$ cat config.mk
export PLATFORM = sky130hd
export DESIGN_NAME = cau_out
export DESIGN_NICKNAME = d
export VERILOG_FILES = /design/src/rtl/cau_pkg.sv /design/src/rtl/cau_out.sv
export SDC_FILE = /design/constraint.sdc
export NUM_CORES = 1
export LEC_CHECK = 0
export BUFFER_PORTS_ARGS = -buffer_cell sky130_fd_sc_hd__buf_2
export CORE_AREA = 2 2 182 184
export CTS_CLUSTER_SIZE = 12
export DETAILED_ROUTE_END_ITERATION = 7
export DIE_AREA = 0 0 184 186
export PLACE_DENSITY = 0.55
export REMOVE_ABC_BUFFERS = 1
export SETUP_SLACK_MARGIN = 0.15
export SKIP_LAST_GASP = 1
export SLEW_MARGIN = 20
export SYNTH_ARGS = -nofsm -noshare
export SYNTH_HDL_FRONTEND = slang
export SYNTH_SLANG_ARGS = --single-unit
$ cat constraint.sdc
create_clock -name aclk -period 4.75 [get_ports aclk]
set_input_delay 1.425 -clock aclk [delete_from_list [all_inputs] [get_ports aclk]]
set_output_delay 1.425 -clock aclk [all_outputs]
set_load 0.02 [all_outputs]
$ cat src/rtl/cau_pkg.sv
// Shared types and constants for the complex arithmetic unit.
// Used by every module of the block; depends on nothing.
package cau_pkg;

    localparam int FRAC_BITS = 16;
    localparam int LOW_BITS  = 32 - FRAC_BITS;
    localparam int QUO_BITS  = 32;

    typedef enum logic [2:0] {
        CMD_ADD  = 3'd0,
        CMD_SUB  = 3'd1,
        CMD_NEG  = 3'd2,
        CMD_SCL  = 3'd3,
        CMD_MUL  = 3'd4,
        CMD_DIVR = 3'd5,
        CMD_CDIV = 3'd6,
        CMD_CONJ = 3'd7
    } cmd_t;

    typedef struct packed {
        logic [63:0] rem;
        logic [31:0] low;
        logic [31:0] quo;
        logic        neg;
        logic        ovf;
    } lane_t;

    typedef struct packed {
        logic              valid;
        logic              is_div;
        logic              dz;
        logic [63:0]       den;
        lane_t [1:0]       lane;
        logic [31:0]       byp_re;
        logic [31:0]       byp_im;
        logic              byp_sat;
    } cell_t;

endpackage

$ cat src/rtl/cau_out.sv
// Output stage: signs and saturates the quotients or passes the direct
// result, and holds the result request. Depends on cau_pkg.
module cau_out (
    input  logic               aclk,
    input  logic               aresetn,
    input  logic               en,
    input  cau_pkg::cell_t     d_i,
    output logic               m_valid,
    output logic signed [31:0] m_res_re,
    output logic signed [31:0] m_res_im,
    output logic               m_div_zero,
    output logic               m_saturated
);

    logic        valid_reg, dz_reg, sat_reg;
    logic [31:0] re_reg, im_reg;
    logic [31:0] res_next [2];
    logic        sat_next;

    always_comb begin
        logic [31:0] lim;
        sat_next = 1'b0;
        for (int i = 0; i < 2; i++) begin
            lim = d_i.lane[i].neg ? 32'h8000_0000 : 32'h7FFF_FFFF;
            if (d_i.lane[i].ovf || (d_i.lane[i].quo > lim)) begin
                res_next[i] = lim;
                sat_next    = 1'b1;
            end else begin
                res_next[i] = d_i.lane[i].neg ? -d_i.lane[i].quo : d_i.lane[i].quo;
            end
        end
    end

    always_ff @(posedge aclk) begin
        if (!aresetn) begin
            valid_reg <= 1'b0;
        end else if (en) begin
            valid_reg <= d_i.valid;
            dz_reg    <= d_i.dz;
            re_reg    <= d_i.is_div ? res_next[0] : d_i.byp_re;
            im_reg    <= d_i.is_div ? res_next[1] : d_i.byp_im;
            sat_reg   <= d_i.is_div ? sat_next : d_i.byp_sat;
        end
    end

    assign m_valid     = valid_reg;
    assign m_res_re    = re_reg;
    assign m_res_im    = im_reg;
    assign m_div_zero  = dz_reg;
    assign m_saturated = sat_reg;

endmodule

# Word level (Yosys, flattened, before mapping)
# Index checks and enable logic that the tools add are counted.
totals:
  reg_bits: 67
  input_bits: 395
  word_cells: 23
classes:
  addsub: 2
  order_cmp: 2
  muxes: 11
  n_reduce_logical: 3
ops:
  columns: ["cell", "n"]
  rows:
  - ["$mux W32", 8]
  - ["$gt A32 B32 Y1", 2]
  - ["$neg A32 Y32", 2]
  - ["$mux W1", 3]
  - ["$logic_or A1 B1 Y1", 2]
  - ["$reduce_and A2 Y1", 1]

# Logic depth before layout (Yosys ltp)
depth:
  depth_word: 6
  mapped_depth: 12

# Worst setup path before layout
# No wires, ideal clock.
synth_path:
  kind: "in2reg"
  start: "in d_i[196] (netlist name)"
  end: "reg im_reg[3], in the netlist m_res_im[3] (data pin)"
  setup_time_ns: 0.256
  arrival_time_ns: 3.771
  required_time_ns: 4.494
  slack_ns: 0.723
  cell_stages: 11
  path_buffers: 2
  cell_sequence: "clkinv_1 > clkbuf_1 > ha_1 > nand4_1 > nor4_1 > and2_1 > a21oi_1 > a21oi_1 > buf_2 > o21ai_0 > a31o_2"
synth_between:
  elab_chain_len: 5
  elab_cells_between_ends: 6
  cone_classes: "order compare (1); mux (4); reduce/logical (1)"
synth_rtl:
  columns: ["element", "line", "text"]
  rows:
  - ["from (decl)", "cau_out.sv:7", "input cau_pkg::cell_t d_i,"]
  - ["$mux W32", "cau_out.sv:24", "lim = d_i.lane[i].neg ? 32'h8000_0000 : 32'h7FFF_FFFF;"]
  - ["$gt A32 B32 Y1", "cau_out.sv:25", "if (d_i.lane[i].ovf || (d_i.lane[i].quo > lim)) begin"]
  - ["$logic_or A1 B1 Y1", "cau_out.sv:25", null]
  - ["$mux W32 *", "cau_out.sv:25", null]
  - ["$mux W32 *", "cau_out.sv:41", "im_reg <= d_i.is_div ? res_next[1] : d_i.byp_im;"]
  - ["to (signal assigned)", "cau_out.sv:41", null]
  - ["to (decl)", "cau_out.sv:16", "logic [31:0] re_reg, im_reg;"]
# Mark *: on every way between the ends. The rest lies on a longest branch, timed or not.
# A chain may end at the register's enable or synchronous reset.

# Worst setup path in the final report
layout_path:
  start: "in d_i[66] (netlist name)"
  end: "reg re_reg[30], in the netlist m_res_re[30] (data pin)"
layout_between:
  elab_chain_len: 5
  elab_cells_between_ends: 6
  cone_classes: "order compare (1); mux (4); reduce/logical (1)"
layout_rtl:
  columns: ["element", "line", "text"]
  rows:
  - ["$mux W32", "cau_out.sv:24", null]
  - ["$gt A32 B32 Y1", "cau_out.sv:25", null]
  - ["$logic_or A1 B1 Y1", "cau_out.sv:25", null]
  - ["$mux W32 *", "cau_out.sv:25", null]
  - ["$mux W32 *", "cau_out.sv:40", "re_reg <= d_i.is_div ? res_next[0] : d_i.byp_re;"]
  - ["to (signal assigned)", "cau_out.sv:40", null]
  - ["to (decl)", "cau_out.sv:16", null]
# Marks and branches as above.

==> results.yml <==
run_status:
  status: "finished clean"
routing:
  wirelength_mm: 24.7
  first_pass_iters: 7
  antenna_left: 0
  wl_per_cell_um: 18.4
  drtIter0Drc: 321
  via_per_inst: 4.89
  vias: 6570
  drc_errors: 0
placed_design:
  place.gp.congestion: 0.812
  placedCellCount: 1328
  io_buffers: 205
  place_hpwl_mm: 19.3
  place_ws_ps: 345
  placed_cell_area_mm2: 0.00779
cells_and_area:
  area_growth_pct: 31.4
  design_area_mm2: 0.00810
  nFillCells: 3547
  layout-drive-gt1-share_pct: 28.5
  layout.cells.non_filler: 1344
  antennaDiodeCount: 0
  nNetsFinal: 1392
setup_path:
  r2r-start: "m_valid"
  cp_top_family: "simple AND/OR/NAND/NOR gates"
  cp.buffers_inverters: 3
  path_cells: "buf_2 > buf_12 > ha_1 > and4_1 > nand2_1 > a2111oi_0 > nor4_1 > o211a_1 > buf_12 > nor2_1 > nor3_1"
  reg2reg_depth: 2
  required_ps: 4830
  crit_path_frequent_cell: "buf_12"
  rrSetupSlack_ps: 4170
  slowest_delay_ps: 500
  crit_slowest_cell: "a2111oi_0"
  critical_path.max_fanout: 38
  critPathKind: "in2reg"
  reg2reg_to: "m_valid"
  crit_arrival_ps: 4110
  endpoint_kind: "flop"
  critPathLaunchType: "primary input"
synth:
  synth_area_leader_cell: "edfxtp_1"
  synth_top_area_share_pct: 32.2
  avgSynthCellArea_um2: 8.52
  synth_cell_types: 61
  ys_ff_latch: 67
  synth-edff-count: 66
  postSynth.asyncResetShare_pct: 0
  yosysSeqAreaShare_pct: 32.5
  ys_warn_count: 0
  ys_top_cells_by_area: "edfxtp_1 32%, ha_1 13%, a21oi_1 7.2%"
  synth_ff_type: "edfxtp_1"
  synth_cells: 723
  syn-cell-area_mm2: 0.00616
pwr:
  power.density_mw_per_mm2: 256
  leakagePower_nw: 3.32
  peakVddDrop_uv: 181
sta:
  setup_viol: 0
  setup_ws_ps: 719
  maxSlewHeadroom_pct: 34.7
  rsz0062_at_grt: "false"
  max_freq_mhz: 248
  worst_slew_pin_slew_ps: 980
  worst_hold_slack_ps: 520
  finalSetupTns_ps: 0
  period_share_pct: 84.9
  clock_skew_ps: 0
  hold_viol_final: 0
  finalMaxSlewViolations: 0
  final.min_clock_period_ps: 4030
floorplan:
  start_util_pct: 19.1
  dieHeight_um: 186
  ioPinCount: 462
  dieArea_mm2: 0.0342
  rows: 66
  core-area_mm2: 0.0322
  die_x_um: 184
cts:
  root_buffer: "clkbuf_16"
  cts.repair.resized: 0
  cts_buffers: 9
  clkSinkCount: 67
  clock_latency_ps: 350
  cts_setup_buffers: 0
  clk_pin_slew_worst_paths_ps: 60
  cts_tree: "done"
  clock_path_buffers: 2
  cts-htree-levels: 3
  ctsHoldBuffers: 0
grt:
  grt_use_total_pct: 14.4
  grt_overflow_total: 0
  grt_pass1_vias: 6384
  grt_pass1_wl_mm: 37.7
  grt_max_degree: 67
  antenna_found_initial: 0
hold_path:
  hold_depth: 2
  holdPathEnd: "m_valid"
  worstHoldStart: "m_valid"
  hp-class: "reg2reg"
flow_run:
  drv_cap: 0
==> through the flow <==
| stage | total power [W] | util, % |
|---|---|---|
| 2_1_floorplan | 0.00105 | - |
| 5_1_grt | 0.00219 | 25.1 |
| 3_5_place_dp | 0.00134 | 24.2 |
| 4_1_cts | 0.00210 | 25.1 |
| 6_report | 0.00207 | 25.1 |
| 3_3_place_gp | 0.00133 | 24.2 |
==> Yosys cell counts, types with 7 or more instances <==
| cell type | number |
|---|---|
| nand3_1 | 19 |
| clkbuf_1 | 29 |
| nor2b_1 | 11 |
| inv_1 | 28 |
| o31ai_1 | 11 |
| nand4_1 | 17 |
| xor2_1 | 9 |
| and2_1 | 10 |
| nor3_1 | 28 |
| a311oi_1 | 10 |
| or4_1 | 7 |
| nand2_1 | 55 |
| a21oi_1 | 89 |
| a31o_2 | 9 |
| edfxtp_1 | 66 |
| o21ai_0 | 48 |
| nor2_1 | 64 |
| or3_1 | 14 |
| mux2i_1 | 8 |
| a211oi_1 | 21 |
| ha_1 | 66 |
| nor4_1 | 11 |
| a21o_1 | 7 |
==> state kept, by name, indices dropped and copies added (netlist names) <==
name	cells
m_res_re	32
m_valid	1
m_res_im	32
m_div_zero	1
m_saturated	1
==> worst register-to-register path, delay by kind of cell (launching register included) <==
kind	cells	cell delay [ps]
AND/OR/NAND/NOR	1	60
multiplexers	1	110
flip-flops	1	310
==> per-layer routing <==
metal  vias to the layer above  wire [µm]  global-route usage [%]
met5                         -          0                       0
met4                         0        387                    3.87
met3                        24       1360                    2.80
met2                       205      10700                    22.1
met1                      3122      12300                    20.6
li1                       3219          -                       -
==> cell families after synthesis <==
kind of cell	share of synthesized area (%)
multiplexers	1.30
XOR/XNOR	1.56
AND/OR/NAND/NOR	20.8
flip-flops	32.5
AO/OA/AOI/OAI	26.6
adder cells (fa/ha/maj)	13.4
buffers and inverters	3.90
==> final cells by class <==
cell class	instances	area (µm²)	area share [%]
clock buffers	11	233	2.87
clock inverters	5	77.6	0.958
inverters	29	109	1.34
multi-input cells	594	3930	48.5
flip-flops and latches	67	2000	24.7
well taps	408	510	6.31
repair buffers	230	1240	15.3
==> report_power, final <==
group / total (W) / internal (W) / switching (W)
Clock: 0.000748 / 0.000459 / 0.000289
Sequential: 0.000724 / 0.000711 / 0.0000136
Combinational: 0.000602 / 0.000224 / 0.000378
==> cell usage in the layout, fill, tap and decap left out, types with 5 or more instances in the layout <==
cell	count
mux2i_1	8
clkbuf_16	9
a21o_1	7
o211ai_1	6
buf_2	205
nand4_1	17
a31o_2	9
and3_1	5
buf_4	23
inv_1	28
a211oi_1	21
nand2b_1	5
nor3_1	28
nand3_1	19
or3_1	14
nor2b_1	11
edfxtp_1	66
nor4_1	11
ha_1	66
a31oi_1	6
o21ai_0	48
and2_1	9
nor2_1	64
nand2_1	55
or4_1	7
xor2_1	9
a21oi_1	88
o31ai_1	11
a311oi_1	10
==> how the worst max path moves through the flow <==
stage | startpoint | endpoint | slack (ps) | cells after the start
after CTS | d_i[66] | m_res_re[30] | 720 | 11
after floorplan | d_i[196] | m_res_im[10] | 220 | 9
after global routing | d_i[66] | m_res_re[30] | 470 | 11
after detailed placement | d_i[66] | m_res_re[30] | 350 | 11
final | d_i[66] | m_res_re[30] | 720 | 11
after global placement | d_i[66] | m_res_re[30] | 420 | 10
No activity file was read; power rests on OpenSTA's default activity.
