[config.mk]
export PLATFORM = sky130hd
export DESIGN_NAME = cau_div_cell
export DESIGN_NICKNAME = d
export VERILOG_FILES = /design/src/rtl/cau_pkg.sv /design/src/rtl/cau_div_cell.sv
export SDC_FILE = /design/constraint.sdc
export NUM_CORES = 1
export LEC_CHECK = 0
export ABC_AREA = 0
export BUFFER_PORTS_ARGS = -buffer_cell sky130_fd_sc_hd__buf_4
export CORE_AREA = 2 2 305 307
export CTS_CLUSTER_DIAMETER = 60
export DETAILED_ROUTE_END_ITERATION = 10
export DIE_AREA = 0 0 307 309
export GPL_TIMING_DRIVEN = 0
export PLACE_DENSITY = 0.51
export SYNTH_ARGS = -nofsm -noshare
export SYNTH_HDL_FRONTEND = slang
export SYNTH_SLANG_ARGS = --single-unit
[constraint.sdc]
create_clock -name aclk -period 31.6 [get_ports aclk]
set_clock_uncertainty 0.05 [all_clocks]
set_input_delay 4.74 -clock aclk [delete_from_list [all_inputs] [get_ports aclk]]
set_output_delay 4.74 -clock aclk [all_outputs]
set_load 0.01 [all_outputs]
[src/rtl/cau_pkg.sv]
// Shared types and constants for the complex arithmetic unit.
// Used by every module of the block; depends on nothing.
package cau_pkg;

    localparam int FRAC_BITS = 16;
    localparam int LOW_BITS  = 32 - FRAC_BITS;
    localparam int QUO_BITS  = 32;

    typedef enum logic [2:0] {
        CMD_ADD  = 3'd0,
        CMD_SUB  = 3'd1,
        CMD_NEG  = 3'd2,
        CMD_SCL  = 3'd3,
        CMD_MUL  = 3'd4,
        CMD_DIVR = 3'd5,
        CMD_CDIV = 3'd6,
        CMD_CONJ = 3'd7
    } cmd_t;

    typedef struct packed {
        logic [63:0] rem;
        logic [31:0] low;
        logic [31:0] quo;
        logic        neg;
        logic        ovf;
    } lane_t;

    typedef struct packed {
        logic              valid;
        logic              is_div;
        logic              dz;
        logic [63:0]       den;
        lane_t [1:0]       lane;
        logic [31:0]       byp_re;
        logic [31:0]       byp_im;
        logic              byp_sat;
    } cell_t;

endpackage

[src/rtl/cau_div_cell.sv]
// One restoring-division cell: produces one quotient bit for both lanes.
// Depends on cau_pkg.
module cau_div_cell (
    input  logic            aclk,
    input  logic            aresetn,
    input  logic            en,
    input  cau_pkg::cell_t  d_i,
    output cau_pkg::cell_t  d_o
);

    cau_pkg::cell_t d_reg, d_next;

    always_comb begin
        logic [64:0] trial;
        d_next = d_i;
        for (int i = 0; i < 2; i++) begin
            trial = {d_i.lane[i].rem, d_i.lane[i].low[31]};
            d_next.lane[i].low = {d_i.lane[i].low[30:0], 1'b0};
            if (trial >= {1'b0, d_i.den}) begin
                d_next.lane[i].rem = 64'(trial - {1'b0, d_i.den});
                d_next.lane[i].quo = {d_i.lane[i].quo[30:0], 1'b1};
            end else begin
                d_next.lane[i].rem = trial[63:0];
                d_next.lane[i].quo = {d_i.lane[i].quo[30:0], 1'b0};
            end
        end
    end

    always_ff @(posedge aclk) begin
        if (!aresetn) begin
            d_reg.valid <= 1'b0;
        end else if (en) begin
            d_reg <= d_next;
        end
    end

    assign d_o = d_reg;

endmodule

## Yosys cells after proc, flatten, opt, wreduce, memory -nomap -nowiden

Cells that the tools add are included.

| storage, ports and cells | value |
|---|---|
| register bits | 390 |
| output and inout bits | 392 |
| word-level logic and storage cells | 26 |

| operators by class | value |
|---|---|
| add/subtract/negate cells | 2 |
| multiplexer cells | 4 |
| reductions and logical operators | 1 |
| magnitude comparators | 2 |

Operators with widths:

| kind | number |
|---|---|
| greater-or-equal comparator 65 x 64 -> 1 bit | 2 |
| two-way mux 64 bit | 2 |
| subtractor 64 bit | 2 |
| two-way mux 1 bit | 2 |
| AND reduction 2 bit | 1 |

## Longest topological paths before layout

Gate-level depths: netlist of the first run.

| logic depth | value |
|---|---|
| depth after elaboration | 2 |
| mapped depth | 16 |
| mapped depth without buffers | 13 |

## Worst setup path before layout of the first run

No wires, ideal clock.

| timing path | value |
|---|---|
| kind | input port to flip-flop |
| start point | in en |
| end point | reg d_reg (netlist bit d_o[0]), enable pin |
| setup time | 0.800 ns |
| path slack | 17.260 ns |
| required time | 30.750 ns |
| path buffers | 0 |
| stages | 1 |
| arrival | 13.490 ns |
| cell sequence | and2_1 |

| between the ends | value |
|---|---|
| longest elaborated chain between the ends | 1 |

Ends and longest elaborated chain:

| item | line | RTL |
|---|---|---|
| start, declared | cau_div_cell.sv:6 | `input logic en,` |
| AND reduction 2 bit (no source line) | -- |  |
| end signal, assigned | cau_div_cell.sv:33 | `d_reg <= d_next;` |
| end, declared | cau_div_cell.sv:11 | `cau_pkg::cell_t d_reg, d_next;` |

Every way passes these cells.
A chain may end at the register's enable or synchronous reset.

==> metrics.txt, run 1 <==
hold path depth 2; end-of-flow core utilization 33.4%; CP Class in -> reg; Die Ht 309 µm; EDFF count, synth 389; full die area 94900 µm²; DRC violations left 0; H-tree depth 2; outcome complete, no violations; P per Cell Area 51.8 nW/µm²; Die W 307 µm; final hold vios 0; flops & latches, synth 390; top cells by instance count after synthesis 389 x edfxtp_1, 208 x a21oi_1, 128 x ha_1; worst path required time 31.89 ns; post-CTS resize count 0; WL final 94800 µm; GRT busiest layer met2; non-filler cells, final 3913; Routed wire per std cell 24.2 µm; post-synth top area cell edfxtp_1; layout cells sized above 1 34.9%; Psw 470 µW; Setup crit end kind flip-flop; Post-Place Cells 3824; register share of total power 40.2%; FFs w/ async S/R, synth 0%; Setup Buffers After CTS 0; Max clock buf depth 3; Max Slew Vio Count 0; number of hold buffers added after cts 0; peak fanout along the critical path 10; worst min path class reg -> reg; routing usage on met1 21.7%; clock latency on the worst-skew pair 0.60 ns; Power Internal 1.11 mW; CP cell instances buf_4, inv_1, ha_1, clkbuf_1, and3_1, o211ai_1, a31oi_1, o21ai_1, a21oi_1, nor3_1, o21a_1, nor2_4, buf_4, mux2_1; Avg Inst Size Synth 11.6 µm²; Clock power frac 34.8%; post-layout net count 3215; cells on worst reg2reg path 2; worst setup slack after layout 22.60 ns; WP data arrival 9.29 ns; clock transition at the registers of the reported paths 0.05 ns; Switching Fraction 29.7%; drt pass-1 iters 5; final worst hold slack 0.475 ns; Slew HR 20.7%; LEAKAGE 12.9 nW; Rows 111; CTS sink cnt 390; vias in the first global route 18000; pin count of the biggest net entering global routing 72; worst slew pin tran 1.19 ns; CP max stage delay 0.59 ns; Gate Count Post-Synth 1849; Core Area 91400 µm²; Final ANT Viol Nets 0; RSZ-0062 raised after global routing false; Max VDD drop 0.0343 mV; grt met3 use 5.20%; final setup vio count 0; Final HPWL DP 79300 µm; most frequent cell after synthesis edfxtp_1; Yosys cell types 84; final instance area 30500 µm²; Ports 787; Post-synth top flop edfxtp_1; DRT iter0 DRCs 1366; crit path launch type primary input; CTS tree built; Tmin final 9.00 ns; YS warnings 0; Starting Density 23.5%; grt total ovfl 0; Total GRT Usage 19.0%; most frequent CP cell buf_4; largest cells by area after synthesis edfxtp_1 54%, ha_1 7.5%, a21oi_1 4.8%, xnor2_1 3.1%, mux2_1 2.9%; pre-CTS setup slack 21.82 ns; placed cell area 29000 µm²; period utilization 28.5%; antenna violations before repair 9; area grow syn2layout 42.3%; post-synth top area share 54.4%; Max Cap Violations 0; PortBufs 782; Comb power frac 25.1%; TritonCTS Buffers 50; GPL Wtd Cong 0.876; Worst path slowest cell a31oi_1; mapped cell area 21500 µm²; grt met2 use 35.3%; Root Buffer clkbuf_16; DR vias 18100; global-route wire length before repair 130000 µm; max reg flops 390; TNS Setup 0 ns; Via density 4.63; register area share after synthesis 54.5%; Achievable Freq 111 MHz; Power Total 1.58 mW
## metal layers
metal	vias to the layer above	share of wire, %
li1	8602	-
met2	625	52
met5	-	0.071
met3	99	7.2
met4	10	1.9
met1	8779	39
## area by class of cell
cell class	instances	area, µm²
sequential	390	11700
multi-input combinational	1260	8900
timing repair buffer	788	6030
clock buffer	60	1310
fill	9478	60800
inverter	107	402
buffer	93	473
clock inverter	27	246
tap	1186	1480
antenna	2	5.00
## worst max-delay path, delay by kind of cell
| kind | cells | cell delay (ns) |
|---|---|---|
| mux | 1 | 0.37 |
| simple gates | 3 | 1.10 |
| fa+ha+maj | 1 | 0.27 |
| compound gates | 5 | 1.83 |
| buf+inv | 4 | 0.96 |
## path summary, 6_finish.rpt
check | slack, ns | from | end
min | 0.47 | d_o[391] | d_o[391]
max reg2reg | 30.96 | d_o[391] | d_o[391]
max | 22.60 | d_i[336] | d_o[136]
min reg2reg | 0.47 | d_o[391] | d_o[391]
## power groups by stage
| stage | Clock (mW) | Combinational [mW] | Sequential, mW |
|---|---|---|---|
| 2_1_floorplan | 0 | 0.185 | 0.677 |
| 3_3_place_gp | 0 | 0.398 | 0.660 |
| 3_5_place_dp | 0 | 0.400 | 0.647 |
| 4_1_cts | 0.569 | 0.402 | 0.637 |
| 5_1_grt | 0.586 | 0.430 | 0.640 |
| 6_report | 0.551 | 0.397 | 0.636 |
## logic make-up after synthesis
| logic type | Yosys count | share of synthesized area, % |
|---|---|---|
| compound gates | 510 | 15.1 |
| xor+xnor | 117 | 4.77 |
| simple gates | 420 | 9.47 |
| buf+inv | 200 | 4.07 |
| other cells | 1 | 0.0175 |
| fa+ha+maj | 130 | 7.65 |
| mux | 81 | 4.45 |
| flops | 390 | 54.5 |
## placed cells by master (no fill, tap or decap), types with 18 or more instances in the layout
master,count
nand3_1,28
xnor2_1,75
inv_1,107
mux2_1,55
nor2_1,127
a31oi_1,18
a21oi_1,208
nand2_1,104
xor2_1,42
clkbuf_16,51
o21ai_0,71
buf_4,798
edfxtp_1,389
o21bai_1,31
ha_1,128
buf_2,24
a21o_1,66
nand4_1,58
clkbuf_1,58
nor3_1,30
o21a_1,20
(Power assumes the default switching activity.)
==> run 2, diff against run 1 <==
--- a/config.mk
+++ b/config.mk
@@ -12,7 +12,7 @@
 export DETAILED_ROUTE_END_ITERATION = 10
 export DIE_AREA = 0 0 307 309
 export GPL_TIMING_DRIVEN = 0
-export PLACE_DENSITY = 0.51
+export PLACE_DENSITY = 0.52
 export SYNTH_ARGS = -nofsm -noshare
 export SYNTH_HDL_FRONTEND = slang
 export SYNTH_SLANG_ARGS = --single-unit
==> constraint.sdc (replaced) <==
create_clock -name aclk -period 8.27 [get_ports aclk]
set_clock_uncertainty 0.05 [all_clocks]
set_input_delay 1.2405 -clock aclk [delete_from_list [all_inputs] [get_ports aclk]]
set_output_delay 1.2405 -clock aclk [all_outputs]
set_load 0.01 [all_outputs]
==> metrics.txt, run 2 (synthesis gave the netlist of run 1 again) <==
Worst path slowest cell a31oi_1 (unchanged); area grow syn2layout 43.6% (was 42.3%); Setup crit start d_i[336] (unchanged); P per Cell Area 205 nW/µm² (was 51.8 nW/µm²); clock latency on the worst-skew pair 0.63 ns (was 0.60 ns); flop2flop setup slack 7.61 ns (was 30.96 ns); period utilization 68.2%; most frequent CP cell buf_4 (unchanged); worst r2r src d_o[391] (unchanged); DR vias 18200 (was 18100); TritonCTS Buffers 54 (was 50); fillcell total 9420 (was 9478); Max clock buf depth 3 (unchanged); multi-input logic area 8900 µm² (unchanged); Met3 Wirelength 7480 µm (was 6820 µm); CP max stage delay 0.62 ns (was 0.59 ns); global-route wire length before repair 131000 µm (was 130000 µm); CP Class in -> reg (unchanged); register share of total power 38.4% (was 40.2%); clock transition at the registers of the reported paths 0.06 ns (was 0.05 ns); post-layout net count 3219 (was 3215); WP data arrival 5.96 ns (was 9.29 ns); worst slew pin tran 1.06 ns (was 1.19 ns); FF-to-FF End d_o[391] (unchanged); cells on worst reg2reg path 2 (unchanged); final setup vio count 0 (unchanged); antenna violations before repair 13 (was 9); Final HPWL DP 78700 µm (was 79300 µm); DRC violations left 0 (unchanged); Total GRT Usage 19.0% (about the same); Achievable Freq 177 MHz; vias in the first global route 18500 (was 18000); Switching Fraction 29.9% (was 29.7%); most common cell after layout, fill and taps aside buf_4 (unchanged); Setup crit end kind flip-flop (unchanged); post-CTS resize count 0 (unchanged); Max Slew Vio Count 0 (unchanged); most frequent cells in the layout 798 x buf_4, 389 x edfxtp_1, 208 x a21oi_1 (unchanged); met2 WL post-DR 48700 µm (was 49300 µm); Tmin final 5.64 ns; RSZ-0062 raised after global routing false (unchanged); Starting Density 23.5% (unchanged); Setup Buffers After CTS 0 (unchanged); Rows 111 (unchanged); outcome complete, no violations (unchanged); Core Area 91400 µm² (unchanged); worst path required time 8.59 ns (was 31.89 ns); pin count of the biggest net entering global routing 67 (was 72); Max Cap Violations 0 (unchanged); CTS tree built (unchanged); Final ANT Viol Nets 0 (unchanged); Psw 1.89 mW (was 470 µW); Routed wire per std cell 24.0 µm (was 24.2 µm); Root Buffer clkbuf_16 (unchanged); drt pass-1 iters 5 (unchanged); final hold vios 0 (unchanged); sequential standard cell area 11700 µm² (unchanged); Power Total 6.33 mW (was 1.58 mW); end-of-flow core utilization 33.7% (was 33.4%); grt total ovfl 0 (unchanged); H-tree depth 2 (unchanged); Clock power frac 37.6% (was 34.8%); final worst hold slack 0.495 ns (was 0.475 ns); number of hold buffers added after cts 0 (unchanged); CP endpoint d_o[143] (was d_o[136]); DRT iter0 DRCs 1414 (was 1366); Power Internal 4.44 mW (was 1.11 mW); Ports 787 (unchanged); TNS Setup 0 ns (unchanged); max reg flops 390 (unchanged); Via density 4.63 (about the same); Comb power frac 24.0% (was 25.1%); full die area 94900 µm² (unchanged); CTS sink cnt 390 (unchanged); Max VDD drop 0.147 mV (was 0.0343 mV); layout cells sized above 1 35.2% (was 34.9%); GPL Wtd Cong 0.865 (was 0.876); Die Ht 309 µm (unchanged); Die W 307 µm (unchanged); max layer used met5 (unchanged); final instance area 30800 µm² (was 30500 µm²); LEAKAGE 13.0 nW (was 12.9 nW); PortBufs 782 (unchanged); worst min path class reg -> reg (unchanged); placed cell area 29000 µm² (about the same); Slew HR 29.4% (was 20.7%); WL final 94400 µm (was 94800 µm); wl on met1 36200 µm (was 36800 µm); peak fanout along the critical path 10 (unchanged); crit path launch type primary input (unchanged); CP cell instances buf_4, inv_1, ha_1, clkbuf_1, and3_1, o211ai_1, a31oi_1, o21ai_1, a21oi_1, nor3_1, o21a_1, nor2_4, buf_4, mux2_1 (unchanged)
run 2: layout make-up:
cell class / count / share of cell area, %
diodes: 4 / 0.0325
well taps: 1186 / 4.81
repair buffers: 788 / 19.6
inverters: 107 / 1.30
plain buffers: 93 / 1.53
clock inverters: 36 / 1.47
flip-flops and latches: 390 / 38.0
multi-input cells: 1260 / 28.9
clock buffers: 61 / 4.47
run 2: worst min path at each step:
stage | end | cells after the start | start | slack [ns]
after detailed placement | d_o[391] | 2 | d_o[391] | 0.49
after global routing | d_o[391] | 2 | d_o[391] | 0.58
after floorplan | d_o[391] | 2 | d_o[391] | 0.49
after CTS | d_o[391] | 2 | d_o[391] | 0.50
after global placement | d_o[391] | 2 | d_o[391] | 0.47
final | d_o[391] | 2 | d_o[391] | 0.50
run 2: per-layer routing:
layer  vias to the layer above  track usage [%]
li1                       8629                -
met1                      8759             21.6
met2                       670             34.9
met3                       110             5.66
met4                        14             4.49
met5                         -                0
run 2: critical path: cells and delay by family:
kind | cells | cell delay, ns
buf+inv | 4 | 0.94
simple gates | 3 | 1.14
compound gates | 5 | 1.89
fa+ha+maj | 1 | 0.28
mux | 1 | 0.42
run 2: power by group through the flow:
stage	clock, mW	sequential, mW	combinational, mW
2_1_floorplan	0	2.57	0.706
3_3_place_gp	0	2.49	1.52
3_5_place_dp	0	2.47	1.53
4_1_cts	2.46	2.43	1.54
5_1_grt	2.53	2.45	1.65
6_report	2.38	2.43	1.52
run 2: through the flow:
step,std cells,worst slack (ns)
floorplan,1850,1.76
finish,3925,2.63
CTS,3921,2.55
global route,3922,2.45
global placement,3818,-0.842
detailed placement,3824,1.86
==> run 3, diff against run 2 <==
==> constraint.sdc (replaced) <==
create_clock -name aclk -period 4.9 [get_ports aclk]
set_clock_uncertainty 0.05 [all_clocks]
set_input_delay 0.735 -clock aclk [delete_from_list [all_inputs] [get_ports aclk]]
set_output_delay 0.735 -clock aclk [all_outputs]
set_load 0.01 [all_outputs]
==> metrics.txt, run 3 (synthesis gave the netlist of run 1 again) <==
most frequent CP cell nand3_1 (was buf_4); Via density 4.63 (about the same); Die W 307 µm (unchanged); Switching Fraction 30.0% (was 29.9%); CP max stage delay 0.73 ns (was 0.62 ns); DR vias 18200 (about the same); global-route wire length before repair 129000 µm (was 131000 µm); pin count of the biggest net entering global routing 66 (was 67); Max VDD drop 0.240 mV (was 0.147 mV); Achievable Freq 210 MHz; H-tree depth 2 (unchanged); placed cell area 29000 µm² (unchanged); number of hold buffers added after cts 0 (unchanged); CP Buf/Inv Count 3 (was 4); post-layout net count 3219 (unchanged); LEAKAGE 12.9 nW (was 13.0 nW); crit path launch type primary input (unchanged); area grow syn2layout 43.2% (was 43.6%); worst slew pin tran 0.842 ns (was 1.06 ns); worst min path class in -> reg (was reg -> reg); Rows 111 (unchanged); Total GRT Usage 18.9% (was 19.0%); CP top delay family simple AND/OR/NAND/NOR gates (was compound AO/OA/AOI/OAI gates); layout cells sized above 1 35.2% (about the same); Final HPWL DP 79000 µm (was 78700 µm); peak fanout along the critical path 10 (unchanged); RSZ-0062 raised after global routing false (unchanged); Core Area 91400 µm² (unchanged); Max Cap Violations 0 (unchanged); Power Total 10.5 mW (was 6.33 mW); Comb power frac 24.5% (was 24.0%); final instance area 30700 µm² (was 30800 µm²); worst path required time 5.22 ns (was 8.59 ns); most frequent cells in the layout 799 x buf_4, 389 x edfxtp_1, 208 x a21oi_1 (was 798 x buf_4, 389 x edfxtp_1, 208 x a21oi_1); Psw 3.14 mW (was 1.89 mW); WL final 94700 µm (was 94400 µm); Routed wire per std cell 24.1 µm (was 24.0 µm); register share of total power 39.3% (was 38.4%); period utilization 97.0%; Worst path slowest cell o31ai_1 (was a31oi_1); Setup crit end kind flip-flop (unchanged); Starting Density 23.5% (unchanged); CTS sink cnt 390 (unchanged); max reg flops 390 (unchanged); WP data arrival 5.08 ns (was 5.96 ns); Tmin final 4.76 ns; antenna violations before repair 13 (unchanged); most common cell after layout, fill and taps aside buf_4 (unchanged); Clock power frac 36.3% (was 37.6%); P per Cell Area 340 nW/µm² (was 205 nW/µm²); end-of-flow core utilization 33.6% (was 33.7%); TritonCTS Buffers 52 (was 54); Max Slew Vio Count 0 (unchanged); grt total ovfl 0 (unchanged); clock latency on the worst-skew pair 0.62 ns (was 0.63 ns); final setup vio count 0 (unchanged); CTS tree built (unchanged); outcome complete, no violations (unchanged); PortBufs 782 (unchanged); Slew HR 43.9% (was 29.4%); Die Ht 309 µm (unchanged); drt pass-1 iters 5 (unchanged); Root Buffer clkbuf_16 (unchanged); DRT iter0 DRCs 1437 (was 1414); Post-Place Cells 3824 (unchanged); Max clock buf depth 3 (unchanged); Power Internal 7.31 mW (was 4.44 mW); full die area 94900 µm² (unchanged); final hold vios 0 (unchanged); Final ANT Viol Nets 0 (unchanged); CP Class in -> reg (unchanged); CP cell instances buf_4, inv_1, ha_1, clkbuf_1, and4_1, nand3_1, nor3_1, o211ai_1, nand3_1, o31ai_2, o31ai_1, a21oi_1, xnor2_1, mux2_2 (was buf_4, inv_1, ha_1, clkbuf_1, and3_1, o211ai_1, a31oi_1, o21ai_1, a21oi_1, nor3_1, o21a_1, nor2_4, buf_4, mux2_1); Ports 787 (unchanged); DRC violations left 0 (unchanged); clock transition at the registers of the reported paths 0.06 ns (about the same); vias in the first global route 17900 (was 18500); non-filler cells, final 3926 (was 3925); GPL Wtd Cong 0.894 (was 0.865)
==> run 3: changes by cell type in the layout (fill, tap and decap cells not counted), sizes merged <==
cell / change
buf: +2
bufinv: -2
clkbuf: -2
clkinv: +3
diode: -1
inv: +1
==> run 3: path summary, 6_finish.rpt <==
path,depth (start not counted),slack (ns),from,to
hold reg to reg,2,0.48,d_o[391],d_o[391]
setup reg to reg,2,4.26,d_o[391],d_o[391]
setup / recovery,14,0.14,d_i[353],d_o[194]
hold / removal,1,0.21,d_i[246],d_o[247]
==> run 3: metrics by stage <==
step	hold slack [ns]	TNS, ns	setup slack (ns)
2_1_floorplan	0.488	0	0.969
3_3_place_gp	0.462	-247.17	-1.06
3_5_place_dp	0.473	-56.72	-1.04
4_1_cts	0.149	0	0.0808
5_1_grt	0.169	0	0.0161
6_report	0.207	0	0.145
==> run 3: cell type report <==
class	instances	area, µm²
Antenna cell	3	7.51
Buffer	93	473
Clock buffer	59	1330
Clock inverter	38	382
Fill cell	9352	60600
Inverter	107	402
Multi-Input combinational cell	1260	8910
Sequential cell	390	11700
Tap cell	1186	1480
Timing Repair Buffer	790	6060
==> run 3: what timing repair did <==
action,in CTS,in global routing
resized for setup,1,1
gates cloned,0,0
pin swaps,1,0
endpoints found under the setup margin,60,1
buffers inserted,2,0
==> run 3: power by group through the flow <==
| stage | Combinational, mW | Sequential (mW) | Clock (mW) |
|---|---|---|---|
| 3_5_place_dp | 2.56 | 4.17 | 0 |
| 5_1_grt | 2.77 | 4.13 | 4.02 |
| 2_1_floorplan | 1.19 | 4.32 | 0 |
| 3_3_place_gp | 2.55 | 4.19 | 0 |
| 6_report | 2.56 | 4.11 | 3.79 |
| 4_1_cts | 2.59 | 4.11 | 3.91 |
==> run 3: layer usage <==
layer / GRT usage [%] / vias up / part of all wire [%]
li1: - / 8615 / -
met1: 21.2 / 8791 / 39
met2: 34.8 / 630 / 52
met3: 4.99 / 117 / 6.8
met4: 5.69 / 14 / 2.6
met5: 0 / - / 0.11
